**config.mk**
```make
export PLATFORM = sky130hd
export DESIGN_NAME = tlv_packet_deframer_core
export DESIGN_NICKNAME = d
export VERILOG_FILES = /design/src/rtl/tlvd_pkg.sv /design/src/rtl/tlv_packet_deframer_core.sv /design/src/rtl/tlvd_front.sv /design/src/rtl/tlvd_queue.sv /design/src/rtl/tlvd_back.sv
export SDC_FILE = /design/constraint.sdc
export NUM_CORES = 1
export LEC_CHECK = 0
export BUFFER_PORTS_ARGS = -buffer_cell sky130_fd_sc_hd__buf_2
export CAP_MARGIN = 10
export CELL_PAD_IN_SITES_DETAIL_PLACEMENT = 0
export CELL_PAD_IN_SITES_GLOBAL_PLACEMENT = 1
export CORE_AREA = 2 2 229 231
export DETAILED_ROUTE_END_ITERATION = 10
export DIE_AREA = 0 0 231 233
export HOLD_SLACK_MARGIN = 0.1
export PLACE_DENSITY = 0.67
export SLEW_MARGIN = 20
export SYNTH_ARGS = -nofsm -noshare
export SYNTH_HDL_FRONTEND = slang
export SYNTH_SLANG_ARGS = --single-unit
```
**constraint.sdc**
```tcl
create_clock -name clock -period 5.38 [get_ports clock]
set_input_delay 0.269 -clock clock [delete_from_list [all_inputs] [get_ports clock]]
set_output_delay 0.269 -clock clock [all_outputs]
set_load 0.01 [all_outputs]
```
**src/rtl/tlvd_pkg.sv**
```systemverilog
// Shared types and codes for the TLV packet deframer.
package tlvd_pkg;

   // byte classes
   localparam logic [2:0] CLS_APP    = 3'd0;
   localparam logic [2:0] CLS_CODE   = 3'd1;
   localparam logic [2:0] CLS_PLEN   = 3'd2;
   localparam logic [2:0] CLS_ATYPE  = 3'd3;
   localparam logic [2:0] CLS_ALEN   = 3'd4;
   localparam logic [2:0] CLS_VALUE  = 3'd5;
   localparam logic [2:0] CLS_IGNORE = 3'd6;

   // error codes
   localparam logic [1:0] ERR_NONE       = 2'd0;
   localparam logic [1:0] ERR_PKT_SHORT  = 2'd1;
   localparam logic [1:0] ERR_ATTR_SHORT = 2'd2;
   localparam logic [1:0] ERR_OVERRUN    = 2'd3;

   localparam logic [15:0] PKT_HDR_LEN  = 16'd5;
   localparam logic [15:0] ATTR_HDR_LEN = 16'd3;

   typedef struct packed {
      logic [7:0] data_byte;
      logic       frame_start;
   } req_type;

   typedef struct packed {
      logic [2:0]  byte_class;
      logic [15:0] application_id;
      logic [7:0]  packet_code;
      logic [15:0] packet_length;
      logic [7:0]  attr_type;
      logic [15:0] attr_length;
      logic [7:0]  value_byte;
      logic [15:0] value_index;
      logic        attr_done;
      logic        packet_done;
      logic [1:0]  parse_error;
   } rsp_type;

   // classified byte, front to back
   typedef struct packed {
      logic        start;
      logic [2:0]  cls;
      logic        hi;      // high byte of a 16-bit field
      logic [7:0]  data;
      logic [15:0] vidx;
      logic        adone;
      logic        pdone;
      logic [1:0]  err;
   } cmd_type;

endpackage

```
**src/rtl/tlv_packet_deframer_core.sv**
```systemverilog
// TLV packet deframer: top level tying parser front end, queue and result back end.
//
// One packet byte enters per transfer on the req_ channel; frame_start marks the
// first header byte and restarts parsing at any point. Every byte produces exactly
// one result on the rsp_ channel, in order, carrying its class, the header and
// attribute fields decoded so far, value index, end-of-attribute/packet marks and
// the packet's error code.
// Throughput is one byte per cycle while req_stall is low: the parser updates
// its counters as each byte is accepted. After its req_ transfer a byte's result
// is registered in a queue entry, then in the result register, before its rsp_
// transfer; it waits longer while the two-entry queue holds earlier bytes.
// When the receiver raises rsp_stall, the result register holds and the queue
// keeps taking bytes; req_stall rises once both queue entries are occupied.
// req_stall depends only on queue occupancy, never on req_valid.
// Synchronous reset returns the parser to idle (bytes ignored until a frame
// start), clears all decoded fields and empties the queue and result register.
module tlv_packet_deframer_core
   import tlvd_pkg::*;
(
   input  logic    clock,
   input  logic    reset,
   input  logic    req_valid,
   output logic    req_stall,
   input  req_type req_payload,
   output logic    rsp_valid,
   input  logic    rsp_stall,
   output rsp_type rsp_payload
);

   logic    accept;
   logic    q_full;
   logic    q_not_empty;
   logic    q_pop;
   cmd_type front_cmd;
   cmd_type q_head;

   assign req_stall = q_full;
   assign accept    = req_valid && !q_full;

   tlvd_front u_front (
      .clock  (clock),
      .reset  (reset),
      .accept (accept),
      .req    (req_payload),
      .cmd    (front_cmd)
   );

   tlvd_queue u_queue (
      .clock     (clock),
      .reset     (reset),
      .push      (accept),
      .push_cmd  (front_cmd),
      .pop       (q_pop),
      .full      (q_full),
      .not_empty (q_not_empty),
      .head      (q_head)
   );

   tlvd_back u_back (
      .clock       (clock),
      .reset       (reset),
      .cmd_valid   (q_not_empty),
      .cmd         (q_head),
      .pop         (q_pop),
      .rsp_valid   (rsp_valid),
      .rsp_stall   (rsp_stall),
      .rsp_payload (rsp_payload)
   );

endmodule

```
**src/rtl/tlvd_front.sv**
```systemverilog
// Front end: packet/attribute parser that classifies each byte into a command.
module tlvd_front
   import tlvd_pkg::*;
(
   input  logic    clock,
   input  logic    reset,
   input  logic    accept,
   input  req_type req,
   output cmd_type cmd
);

   localparam logic [2:0] PH_IDLE   = 3'd0;
   localparam logic [2:0] PH_HEADER = 3'd1;
   localparam logic [2:0] PH_ATYPE  = 3'd2;
   localparam logic [2:0] PH_ALENHI = 3'd3;
   localparam logic [2:0] PH_ALENLO = 3'd4;
   localparam logic [2:0] PH_VALUE  = 3'd5;
   localparam logic [2:0] PH_SKIP   = 3'd6;

   logic [2:0]  phase_ff, phase_in;
   logic [2:0]  hcnt_ff, hcnt_in;
   logic [15:0] prem_ff, prem_in;
   logic [15:0] arem_ff, arem_in;
   logic [15:0] vpos_ff, vpos_in;
   logic [1:0]  err_ff, err_in;
   logic [7:0]  plen_hi_ff, plen_hi_in;
   logic [7:0]  alen_hi_ff, alen_hi_in;

   logic [2:0]  ph;
   logic [15:0] prem, prem_dec, arem_dec, plen, alen;
   logic [16:0] avail;

   always_comb begin
      // a frame start restarts the parser on this byte
      ph         = req.frame_start ? PH_HEADER : phase_ff;
      hcnt_in    = req.frame_start ? 3'd0 : hcnt_ff;
      prem       = req.frame_start ? 16'd0 : prem_ff;
      arem_in    = req.frame_start ? 16'd0 : arem_ff;
      vpos_in    = req.frame_start ? 16'd0 : vpos_ff;
      err_in     = req.frame_start ? ERR_NONE : err_ff;
      plen_hi_in = req.frame_start ? 8'd0 : plen_hi_ff;
      alen_hi_in = req.frame_start ? 8'd0 : alen_hi_ff;
      prem_in    = prem;
      phase_in   = ph;
      prem_dec   = prem - 16'd1;
      arem_dec   = arem_in - 16'd1;
      plen       = {plen_hi_in, req.data_byte};
      alen       = {alen_hi_in, req.data_byte};
      avail      = {1'b0, prem} + 17'd2;

      cmd       = '0;
      cmd.start = req.frame_start;
      cmd.data  = req.data_byte;
      cmd.cls   = CLS_IGNORE;

      case (ph)
         PH_HEADER: begin
            case (hcnt_in)
               3'd0: begin
                  cmd.cls = CLS_APP;
                  cmd.hi  = 1'b1;
               end
               3'd1: cmd.cls = CLS_APP;
               3'd2: cmd.cls = CLS_CODE;
               3'd3: begin
                  cmd.cls    = CLS_PLEN;
                  cmd.hi     = 1'b1;
                  plen_hi_in = req.data_byte;
               end
               default: begin
                  cmd.cls = CLS_PLEN;
                  if (plen < PKT_HDR_LEN) begin
                     err_in    = ERR_PKT_SHORT;
                     cmd.pdone = 1'b1;
                     phase_in  = PH_IDLE;
                  end else begin
                     prem_in = plen - PKT_HDR_LEN;
                     if (plen == PKT_HDR_LEN) begin
                        cmd.pdone = 1'b1;
                        phase_in  = PH_IDLE;
                     end else begin
                        phase_in = PH_ATYPE;
                     end
                  end
               end
            endcase
            hcnt_in = hcnt_in + 3'd1;
         end
         PH_ATYPE: begin
            cmd.cls = CLS_ATYPE;
            vpos_in = 16'd0;
            prem_in = prem_dec;
            if (prem_dec == 16'd0) begin
               err_in    = ERR_OVERRUN;
               cmd.pdone = 1'b1;
               phase_in  = PH_IDLE;
            end else begin
               phase_in = PH_ALENHI;
            end
         end
         PH_ALENHI: begin
            cmd.cls    = CLS_ALEN;
            cmd.hi     = 1'b1;
            alen_hi_in = req.data_byte;
            prem_in    = prem_dec;
            if (prem_dec == 16'd0) begin
               err_in    = ERR_OVERRUN;
               cmd.pdone = 1'b1;
               phase_in  = PH_IDLE;
            end else begin
               phase_in = PH_ALENLO;
            end
         end
         PH_ALENLO: begin
            cmd.cls = CLS_ALEN;
            prem_in = prem_dec;
            if (alen < ATTR_HDR_LEN || {1'b0, alen} > avail) begin
               err_in = (alen < ATTR_HDR_LEN) ? ERR_ATTR_SHORT : ERR_OVERRUN;
               if (prem_dec == 16'd0) begin
                  cmd.pdone = 1'b1;
                  phase_in  = PH_IDLE;
               end else begin
                  phase_in = PH_SKIP;
               end
            end else if (alen == ATTR_HDR_LEN) begin
               cmd.adone = 1'b1;
               if (prem_dec == 16'd0) begin
                  cmd.pdone = 1'b1;
                  phase_in  = PH_IDLE;
               end else begin
                  phase_in = PH_ATYPE;
               end
            end else begin
               arem_in  = alen - ATTR_HDR_LEN;
               phase_in = PH_VALUE;
            end
         end
         PH_VALUE: begin
            cmd.cls  = CLS_VALUE;
            cmd.vidx = vpos_in;
            vpos_in  = vpos_in + 16'd1;
            arem_in  = arem_dec;
            prem_in  = prem_dec;
            if (arem_dec == 16'd0) begin
               cmd.adone = 1'b1;
               if (prem_dec == 16'd0) begin
                  cmd.pdone = 1'b1;
                  phase_in  = PH_IDLE;
               end else begin
                  phase_in = PH_ATYPE;
               end
            end
         end
         PH_SKIP: begin
            prem_in = prem_dec;
            if (prem_dec == 16'd0) begin
               cmd.pdone = 1'b1;
               phase_in  = PH_IDLE;
            end
         end
         default: phase_in = PH_IDLE;
      endcase
      cmd.err = err_in;
   end

   always_ff @(posedge clock) begin
      if (reset) begin
         phase_ff   <= PH_IDLE;
         hcnt_ff    <= 3'd0;
         prem_ff    <= 16'd0;
         arem_ff    <= 16'd0;
         vpos_ff    <= 16'd0;
         err_ff     <= ERR_NONE;
         plen_hi_ff <= 8'd0;
         alen_hi_ff <= 8'd0;
      end else if (accept) begin
         phase_ff   <= phase_in;
         hcnt_ff    <= hcnt_in;
         prem_ff    <= prem_in;
         arem_ff    <= arem_in;
         vpos_ff    <= vpos_in;
         err_ff     <= err_in;
         plen_hi_ff <= plen_hi_in;
         alen_hi_ff <= alen_hi_in;
      end
   end

endmodule

```
**src/rtl/tlvd_queue.sv**
```systemverilog
// Two-entry command queue between parser front end and result back end.
module tlvd_queue
   import tlvd_pkg::*;
(
   input  logic    clock,
   input  logic    reset,
   input  logic    push,
   input  cmd_type push_cmd,
   input  logic    pop,
   output logic    full,
   output logic    not_empty,
   output cmd_type head
);

   cmd_type     slot_ff [2];
   logic        wr_ptr_ff, wr_ptr_in;
   logic        rd_ptr_ff, rd_ptr_in;
   logic [1:0]  count_ff, count_in;

   assign full      = (count_ff == 2'd2);
   assign not_empty = (count_ff != 2'd0);
   assign head      = slot_ff[rd_ptr_ff];

   always_comb begin
      wr_ptr_in = push ? ~wr_ptr_ff : wr_ptr_ff;
      rd_ptr_in = pop ? ~rd_ptr_ff : rd_ptr_ff;
      count_in  = count_ff + {1'b0, push} - {1'b0, pop};
   end

   always_ff @(posedge clock) begin
      if (push) begin
         slot_ff[wr_ptr_ff] <= push_cmd;
      end
   end

   always_ff @(posedge clock) begin
      if (reset) begin
         wr_ptr_ff <= 1'b0;
         rd_ptr_ff <= 1'b0;
         count_ff  <= 2'd0;
      end else begin
         wr_ptr_ff <= wr_ptr_in;
         rd_ptr_ff <= rd_ptr_in;
         count_ff  <= count_in;
      end
   end

endmodule

```
**src/rtl/tlvd_back.sv**
```systemverilog
// Back end: keeps decoded header/attribute fields and drives the result register.
module tlvd_back
   import tlvd_pkg::*;
(
   input  logic    clock,
   input  logic    reset,
   input  logic    cmd_valid,
   input  cmd_type cmd,
   output logic    pop,
   output logic    rsp_valid,
   input  logic    rsp_stall,
   output rsp_type rsp_payload
);

   logic [15:0] app_ff, app_in;
   logic [7:0]  code_ff, code_in;
   logic [15:0] plen_ff, plen_in;
   logic [7:0]  atype_ff, atype_in;
   logic [15:0] alen_ff, alen_in;
   logic        rsp_valid_ff;
   rsp_type     rsp_ff, rsp_in;

   assign pop         = cmd_valid && (!rsp_valid_ff || !rsp_stall);
   assign rsp_valid   = rsp_valid_ff;
   assign rsp_payload = rsp_ff;

   always_comb begin
      app_in   = cmd.start ? 16'd0 : app_ff;
      code_in  = cmd.start ? 8'd0 : code_ff;
      plen_in  = cmd.start ? 16'd0 : plen_ff;
      atype_in = cmd.start ? 8'd0 : atype_ff;
      alen_in  = cmd.start ? 16'd0 : alen_ff;

      case (cmd.cls)
         CLS_APP: begin
            if (cmd.hi) app_in = {cmd.data, 8'd0};
            else        app_in[7:0] = cmd.data;
         end
         CLS_CODE: code_in = cmd.data;
         CLS_PLEN: begin
            if (cmd.hi) plen_in = {cmd.data, 8'd0};
            else        plen_in[7:0] = cmd.data;
         end
         CLS_ATYPE: begin
            atype_in = cmd.data;
            alen_in  = 16'd0;
         end
         CLS_ALEN: begin
            if (cmd.hi) alen_in = {cmd.data, 8'd0};
            else        alen_in[7:0] = cmd.data;
         end
         default: ;
      endcase

      rsp_in.byte_class     = cmd.cls;
      rsp_in.application_id = app_in;
      rsp_in.packet_code    = code_in;
      rsp_in.packet_length  = plen_in;
      rsp_in.attr_type      = atype_in;
      rsp_in.attr_length    = alen_in;
      rsp_in.value_byte     = (cmd.cls == CLS_VALUE) ? cmd.data : 8'd0;
      rsp_in.value_index    = cmd.vidx;
      rsp_in.attr_done      = cmd.adone;
      rsp_in.packet_done    = cmd.pdone;
      rsp_in.parse_error    = cmd.err;
   end

   always_ff @(posedge clock) begin
      if (pop) begin
         rsp_ff <= rsp_in;
      end
   end

   always_ff @(posedge clock) begin
      if (reset) begin
         app_ff       <= 16'd0;
         code_ff      <= 8'd0;
         plen_ff      <= 16'd0;
         atype_ff     <= 8'd0;
         alen_ff      <= 16'd0;
         rsp_valid_ff <= 1'b0;
      end else begin
         if (pop) begin
            app_ff   <= app_in;
            code_ff  <= code_in;
            plen_ff  <= plen_in;
            atype_ff <= atype_in;
            alen_ff  <= alen_in;
         end
         if (pop) begin
            rsp_valid_ff <= 1'b1;
         end else if (!rsp_stall) begin
            rsp_valid_ff <= 1'b0;
         end
      end
   end

endmodule

```
# Word level (Yosys, flattened, before mapping)
# Memory sizes are Yosys's and may differ from the RTL's. A register that Yosys moved wholly into a read port is not among the register bits.
# Cells that the tools add are included.
# classes
add_sub_neg,9
mul,0
div_mod_pow,0
n_lt_le_gt_ge,3
n_eq_ne,18
shift,0
mux,72
bitwise,2
reduce_logical,19
# ops
cell,count
16-bit 2-to-1 mux,13
16-bit one-hot mux with 2 select lines,4
8-bit 2-to-1 mux,13
16-bit zero test,2
"16-bit by 1-bit subtractor with 16-bit output, second input constant",2
3-bit 2-to-1 mux,10
2-bit 2-to-1 mux,11
"3-bit by 2-bit equality test with 1-bit output, second input constant",6
3-bit one-hot mux with 6 select lines,1
"16-bit by 2-bit adder with 17-bit output, second input constant",1
16-bit by 17-bit greater-than comparator with 1-bit output,1
"16-bit by 1-bit adder with 16-bit output, second input constant",1
"16-bit by 2-bit equality test with 1-bit output, second input constant",1
"16-bit by 3-bit equality test with 1-bit output, second input constant",1
"16-bit by 2-bit less-than comparator with 1-bit output, second input constant",1
"16-bit by 3-bit less-than comparator with 1-bit output, second input constant",1
"16-bit by 2-bit subtractor with 16-bit output, second input constant",1
"16-bit by 3-bit subtractor with 16-bit output, second input constant",1
"3-bit equality test, second input constant",5
1-bit 2-to-1 mux,14
3-bit one-hot mux with 4 select lines,1
"3-bit by 1-bit equality test with 1-bit output, second input constant",3
2-bit OR reduction,4
3-bit zero test,2
other kinds (17),23
# word_totals
register_bits,236
latchBits,0
ramBits,66
romBits,0
inputBits,13
output_inout_bits,97
elab_cells,152
mem_count,1
# memory_table
name,words,word_bits,rd,rd_clocked_by_memory_dff,write_ports,line,rtl
u_queue.slot_ff,2,33,1,1,1,tlvd_queue.sv:15,cmd_type slot_ff [2];

# Longest topological paths before layout
# Gate-level depths: netlist of run 1.
# logic_depth
ltp_word,7
depth_mapped,22
ltp_nobuf,16

# Cells and area by module
# From an unflattened synthesis of run 1, not the netlist that was laid out.
# unflattened
hier_cells,1647
area_unflattened_um2,15899.0
# modules_own_cells
mod,instances,cells_per_inst,area_each_um2,seq_area_each_um2
tlvd_back,1,609,6716.4,4154.0
tlvd_front,1,913,6412.4,1441.4
tlvd_queue,1,124,2756.4,2082.0
tlv_packet_deframer_core,1,1,13.8,0.0

# Worst setup path before layout of run 1
# Ideal clock, no wire load.
# synth_timing
kind,register -> register
start,register u_back.rsp_valid_ff (netlist: u_back.rsp_valid)
end,register u_queue.count_ff[1]
setup_ns,0.128
t_arrival_ns,4.812
required_time_ns,5.252
setup_slack_ns,0.440
stages_incl_launch_ff,12
path_buffers,2
synth_period_minus_slack_ns,4.940
cell_sequence,dfxtp_1 -> nand2_1 -> o21ai_0 -> inv_1 -> clkbuf_1 -> clkbuf_1 -> ha_1 -> inv_1 -> ha_1 -> xor2_1 -> xnor2_1 -> nor2_1
# synth_via
elab_chain_cells,4
# synth_lines
element,line,rtl
from (decl),tlvd_back.sv:20,logic rsp_valid_ff;
from (signal assigned),tlvd_back.sv:81,rsp_valid_ff <= 1'b0;
from (signal assigned),tlvd_back.sv:91,rsp_valid_ff <= 1'b1;
from (signal assigned),tlvd_back.sv:93,rsp_valid_ff <= 1'b0;
1-bit zero test,tlvd_back.sv:23,assign pop = cmd_valid && (!rsp_valid_ff || !rsp_stall);
1-bit logical OR,tlvd_back.sv:23,
1-bit logical AND,tlvd_back.sv:23,
net q_pop,tlv_packet_deframer_core.sv:33,logic q_pop;
2-bit by 1-bit subtractor with 2-bit output,tlvd_queue.sv:27,"count_in = count_ff + {1'b0, push} - {1'b0, pop};"
to (signal assigned),tlvd_queue.sv:44,count_ff <= count_in;
to (decl),tlvd_queue.sv:18,"logic [1:0] count_ff, count_in;"
# The timed path passes the listed nets, and every way through them passes these cells.
# A chain may end at the register's enable or synchronous reset.

==> results.toml, run 1 <==
[outcome]
status = "finished clean"

[detailed_routing]
wl_per_cell_um = 18.4
firstDrtPassIters = 5
vias = 12759
vias_per_cell = 5.27
wl_um = 44500
drt-initial-drc-count = 1165
antenna_left = 0
drcViolationCount = 0

[yosys]
avgSynthCellArea_um2 = 9.18
yosysWarnings = 0
synth-seq-cells = 303
yosysTopAreaCell = "edfxtp_1"
yosys.area_share.simple_pct = 21.8
yosysMostFrequentCell = "nor2_1"
synth_top_family_by_area = "simple AND/OR/NAND/NOR gates"
synth_nets = 1706
synth_compound_area_share_pct = 15.8
synth_mux_area_share_pct = 3.13
synth_cells = 1659
yosysSeqAreaShare_pct = 50.4
synth-edff-count = 161
synth_top_area_share_pct = 31.8
synth_xor_area_share_pct = 2.01
ys_types = 81
ys.flop_type = "edfxtp_1"
synthTopCellsByCount = "nor2_1, nand2_1, edfxtp_1"
synth_area_mm2 = 0.0152
synthTopCellsByArea = "edfxtp_1, dfxtp_1, nor2_1"
async_flop_share_pct = 0
synthAdderAreaFrac_pct = 2.79

[setup_path]
reg2regPathDepth = 17
path_class = "flop to flop"
r2r_slack_ns = 1.04
critical_path_arrival_ns = 4.66
critPathRequiredTime_ns = 5.69
crit_fanout = 15
cp-end-kind = "flop"
reg2reg_from = "u_front.prem_ff[2]$_SDFFE_PP0P_"
regToRegEndpoint = "u_queue.slot_ff[1][2]$_DFFE_PP_"
critPathLaunchType = "flop"

[power_and_ir_drop]
swShare_pct = 35.4
power_w = 0.00844
p_sw_w = 0.00299
intPower_w = 0.00545
p_per_area_mw_per_mm2 = 481
p_leak_nw = 6.40
max-vdd-ir-drop_uv = 231
power_frac_seq_pct = 41.6
p_comb_share_pct = 30.4
clkPwrFrac_pct = 27.9

[worst_hold_path]
worstHoldStart = "req_payload[5]"
holdPathStages = 1
hp-class = "input pin to flop"
hold_path_end = "u_queue.slot_ff[0][24]$_DFFE_PP_"

[final_layout]
fin_area_mm2 = 0.0175
antenna_cells = 0
drive_above_1_share_pct = 13.4
fin_cells = 2422
nets = 1761
syn_to_final_growth_pct = 15.2

[clock_tree]
htree_num_levels = 2
clkSinkCount = 303
clock-root-buffer = "clkbuf_16"
clk_pin_slew_ns = 0.06
clock_path_buffers = 3
numCtsBuffers = 36
insertion_delay_ns = 0.54
cts_tree = "done"
cts_resized = 0

[sta]
hold_slack_ns = 0.143
fmax_ghz = 0.230
fin_crit_sh_pct = 80.8
rsz0062_at_grt = "false"
finalSetupTns_ns = 0
drv_slew = 0
relSlewSlack_pct = 29.5
worst_slew_pin_slew_ns = 1.03
skew_ns = 0.0134
setup_viol = 0
fin_crit_ns = 4.34
hold_viol_final = 0

[place]
routabilityCongestion = 0.890
placed_area_mm2 = 0.0164
portBuffers = 109
hpwl_um = 29100
place_inst = 2354

[global_routing]
grt_overflow = 0
grt_max_degree = 88
grtUsageTotal_pct = 16.3
antenna_found_initial = 0
grt_pass1_wl_um = 69300
first_global_vias = 11889

[floorplan]
core-area_mm2 = 0.0511
die_area_mm2 = 0.0538
num_rows = 83
fp.dieW_um = 231
die_h_um = 233
ios = 110
start_util_pct = 29.8

[job]
drv_cap = 0
## what timing repair did
action                                  CTS  global route
hold buffers                              1             0
endpoints found under the setup margin    0             0
buffers inserted                          0             0
hold endpoints to repair                  1             0
## sequential cells by signal (all words and copies together) (netlist names), named ones only
register / count
u_front.err_ff: 2
u_back.rsp_valid: 1
u_front.arem_ff: 16
u_back.atype_ff: 8
u_front.plen_hi_ff: 8
u_front.vpos_ff: 16
u_queue.wr_ptr_ff: 1
u_back.rsp_payload: 95
u_front.phase_ff: 3
u_back.code_ff: 8
u_front.prem_ff: 16
u_back.plen_ff: 16
u_queue.slot_ff: 66
u_back.app_ff: 16
u_queue.rd_ptr_ff: 1
u_front.alen_hi_ff: 8
u_front.hcnt_ff: 3
u_back.alen_ff: 16
u_queue.count_ff: 2
## layout make-up
cell class | instances | area, um2
Clock buffer | 52 | 981
Clock inverter | 14 | 153
Fill cell | 5258 | 33600
Inverter | 36 | 140
Multi-Input combinational cell | 1201 | 6970
Sequential cell | 303 | 7680
Tap cell | 680 | 851
Timing Repair Buffer | 136 | 766
## cells in the final DEF, fill, tap and decap left out, types with 22 or more instances in the layout
cell type,netlist,layout
a21oi_1,89,89
a22oi_1,30,30
and3_1,26,26
buf_2,10,108
buf_4,1,26
clkbuf_16,0,36
dfxtp_1,142,141
edfxtp_1,161,161
ha_1,34,34
inv_1,35,34
mux2i_1,24,22
nand2_1,175,175
nand2b_1,24,24
nand3_1,71,71
nor2_1,240,239
nor3_1,87,86
o21ai_0,125,124
xnor2_1,25,25
## cell families after synthesis
group	Yosys count
AOI/OAI and AO/OA	375
xor gates and xnor gates	35
adders and majority gates	34
buffers and inverters	155
DFF	303
muxes	45
and+or+nand+nor	712
## power by group through the flow
stage               Sequential, W  Combinational, W  Clock, W
CTS                       0.00352           0.00259   0.00244
floorplan                 0.00364           0.00157         0
finish                    0.00351           0.00257   0.00236
global placement          0.00355           0.00255         0
global route              0.00358           0.00286   0.00252
detailed placement        0.00357           0.00257         0
## metrics by stage
step	setup slack, ns	utilization [%]
4_1_cts	1.09	34.3
3_5_place_dp	1.03	32.1
5_1_grt	0.618	34.3
3_3_place_gp	1.11	32.0
2_1_floorplan	0.440	-
6_report	1.04	34.3
## worst max path at each step
stage                                         start                               to  slack (ns)  depth (start not counted)
detailed placement                   req_payload[0]  u_queue.slot_ff[1][2]$_DFFE_PP_        1.03                         19
finish              u_front.prem_ff[2]$_SDFFE_PP0P_  u_queue.slot_ff[1][2]$_DFFE_PP_        1.04                         17
global route        u_front.prem_ff[2]$_SDFFE_PP0P_  u_queue.slot_ff[1][2]$_DFFE_PP_        0.62                         17
floorplan             u_back.rsp_valid$_SDFFE_PP0P_   u_queue.count_ff[1]$_SDFF_PP0_        0.44                         11
global placement                     req_payload[0]  u_queue.slot_ff[0][2]$_DFFE_PP_        1.11                         19
CTS                 u_front.prem_ff[2]$_SDFFE_PP0P_  u_queue.slot_ff[1][2]$_DFFE_PP_        1.09                         17
## per-layer routing
| layer | global-route usage (%) | up-vias | part of all wire (%) |
|---|---|---|---|
| li1 | - | 6102 | - |
| met1 | 22.8 | 6183 | 46 |
| met2 | 25.5 | 407 | 45 |
| met3 | 3.17 | 67 | 6.1 |
| met4 | 4.56 | 0 | 2.1 |
| met5 | 0 | - | 0 |
## critical path, cell delays in order, from the launching register on
cell	delay [ns]
dfxtp_1	0.49
nor2b_1	0.34
ha_1	0.24
nand3_1	0.15
nor3_1	0.36
nand4_1	0.16
xnor2_1	0.17
nand2_1	0.07
ha_1	0.32
nand2_1	0.07
nor4_1	0.41
o31a_1	0.22
a211oi_1	0.07
o21a_1	0.20
buf_4	0.20
a21oi_1	0.17
a31oi_1	0.06
o41ai_1	0.41
Power figures use the tool's default switching activity.
==> run 2: changes to the inputs <==
--- a/config.mk
+++ b/config.mk
@@ -13,7 +13,7 @@
 export DETAILED_ROUTE_END_ITERATION = 10
 export DIE_AREA = 0 0 231 233
 export HOLD_SLACK_MARGIN = 0.1
-export PLACE_DENSITY = 0.67
+export PLACE_DENSITY = 0.69
 export SLEW_MARGIN = 20
 export SYNTH_ARGS = -nofsm -noshare
 export SYNTH_HDL_FRONTEND = slang
==> constraint.sdc (replaced) <==
create_clock -name clock -period 3.68 [get_ports clock]
set_input_delay 0.184 -clock clock [delete_from_list [all_inputs] [get_ports clock]]
set_output_delay 0.184 -clock clock [all_outputs]
set_load 0.01 [all_outputs]
==> results.toml, run 2 (synthesis gave the netlist of run 1 again) <==
[floorplan]
fp.dieW_um = 231
num_rows = 83
start_util_pct = 29.8
core-area_mm2 = 0.0511
die_h_um = 233
die_area_mm2 = 0.0538
ios = 110

[global_routing]
antenna_found_initial = 0
grt_max_degree = 80
first_global_vias = 12461
grt_pass1_wl_um = 70700
grtUsageTotal_pct = 16.5
grt_overflow = 0

[detailed_routing]
antenna_left = 0
wl_um = 45000
vias_per_cell = 5.21
wl_per_cell_um = 18.1
vias = 12962
drt-initial-drc-count = 1200
drcViolationCount = 0
firstDrtPassIters = 5

[sta]
worst_slew_pin_slew_ns = 1.01
fin_crit_sh_pct = 96.7
relSlewSlack_pct = 32.5
hold_viol_final = 0
drv_slew = 0
hold_slack_ns = 0.170
fin_crit_ns = 3.56
fmax_ghz = 0.281
skew_ns = 0.0195
setup_viol = 0

[clock_tree]
htree_num_levels = 2
clock-root-buffer = "clkbuf_16"
cts_tree = "done"
clkSinkCount = 303
clock_path_buffers = 3
clk_pin_slew_ns = 0.06
numCtsBuffers = 36
insertion_delay_ns = 0.56

[setup_path]
critPathLaunchType = "flop"
cpPeakStageDelay_ns = 0.32
cp-end-kind = "flop"
critPathRequiredTime_ns = 4.12
path_cells = "and2_4, nand4_1, nor4_2, buf_4, nand3_4, nor2_4, xor2_1, nand2_1, ha_4, nand2_4, nor4_4, o31a_1, a211oi_4, o21a_4, buf_12, nor3_2, a2111oi_2, nor4_1"
path_class = "flop to flop"
crit_fanout = 5
critical_path_arrival_ns = 4.00
cp_slowest_cell = "dfxtp_2"

[job]
drv_cap = 0

[power_and_ir_drop]
p_leak_nw = 6.84
max-vdd-ir-drop_uv = 424
p_per_area_mw_per_mm2 = 700

[final_layout]
final_common_cell = "nor2_1"
largest_register_ffs = 95
syn_to_final_growth_pct = 20.8
antenna_cells = 0
fin_util_pct = 36.0
fin_cells = 2489
drive_above_1_share_pct = 18.0
final_cell_mix = "nor2_1, nand2_1, edfxtp_1, dfxtp_1, o21ai_0"
nets = 1829
fillerInstances = 5150

[place]
portBuffers = 109
routabilityCongestion = 0.867
hpwl_um = 30200
place_inst = 2410

[outcome]
status = "finished clean"

[worst_hold_path]
hp-class = "input pin to flop"
==> run 2: changes by cell type in the layout (fill, tap and decap cells not counted), sizes merged <==
cell,delta
dlygate4sd3,+8
clkinv,-2
clkbuf,-7
bufinv,+4
inv,+4
buf,+60
==> run 2: worst paths after layout <==
| path | startpoint | endpoint | slack (ns) | depth (start not counted) |
|---|---|---|---|---|
| worst max register to register | u_front.prem_ff[6]$_SDFFE_PP0P_ | u_front.arem_ff[0]$_SDFFE_PP0P_ | 0.12 | 18 |
| worst max-delay path | u_front.prem_ff[6]$_SDFFE_PP0P_ | u_front.arem_ff[0]$_SDFFE_PP0P_ | 0.12 | 18 |
| worst min-delay path | req_payload[7] | u_queue.slot_ff[0][26]$_DFFE_PP_ | 0.17 | 2 |
| worst min register to register | u_back.alen_ff[5]$_SDFFE_PP0P_ | u_back.alen_ff[5]$_SDFFE_PP0P_ | 0.45 | 2 |
==> run 2: what timing repair did <==
action	CTS	global route
gates resized for setup	1	26
buffers inserted	0	6
pin swaps	0	17
hold endpoints to repair	25	0
setup endpoints to repair	3	23
hold buffers	9	0
==> run 2: per-layer routing <==
metal	part of all wire [%]	wire (um)	global-route usage, %	up-vias
li1	-	-	-	6254
met1	47	21100	22.6	6274
met2	45	20400	26.5	361
met3	5.1	2310	2.68	73
met4	2.5	1140	5.40	0
met5	0	0	0	-
==> run 2: metrics by stage <==
stage,power [W],setup WS [ns],TNS [ns],instance area [um2]
after floorplan,0.00758,0.0000959,0,15300
after global placement,0.00904,0.0468,0,16900
after detailed placement,0.00911,-0.110,-0.305,16900
after CTS,0.0130,0.0602,0,18200
after global routing,0.0136,-0.0465,-0.150,18400
final,0.0129,0.122,0,18400
==> run 2: power breakdown <==
part	switching [W]	internal [W]	total [W]
Clock	0.00150	0.00233	0.00383
Sequential	0.000371	0.00468	0.00505
Combinational	0.00260	0.00138	0.00398
==> run 2: final cells by class <==
type | instances | area [um2] | area share, %
tap | 680 | 851 | 4.63
clock buffer | 45 | 975 | 5.30
multi-input combinational | 1201 | 7130 | 38.8
timing repair buffer | 204 | 1310 | 7.14
inverter | 36 | 140 | 0.762
clock inverter | 20 | 299 | 1.63
sequential | 303 | 7680 | 41.8
==> run 2: worst max-delay path, delay by kind of cell, from the launching register on <==
family                     cells  cell delay (ns)
and+or+nand+nor               10             1.70
AOI/OAI and AO/OA              4             0.63
DFF                            1             0.32
buffers and inverters          2             0.33
adders and majority gates      1             0.30
xor gates and xnor gates       1             0.17
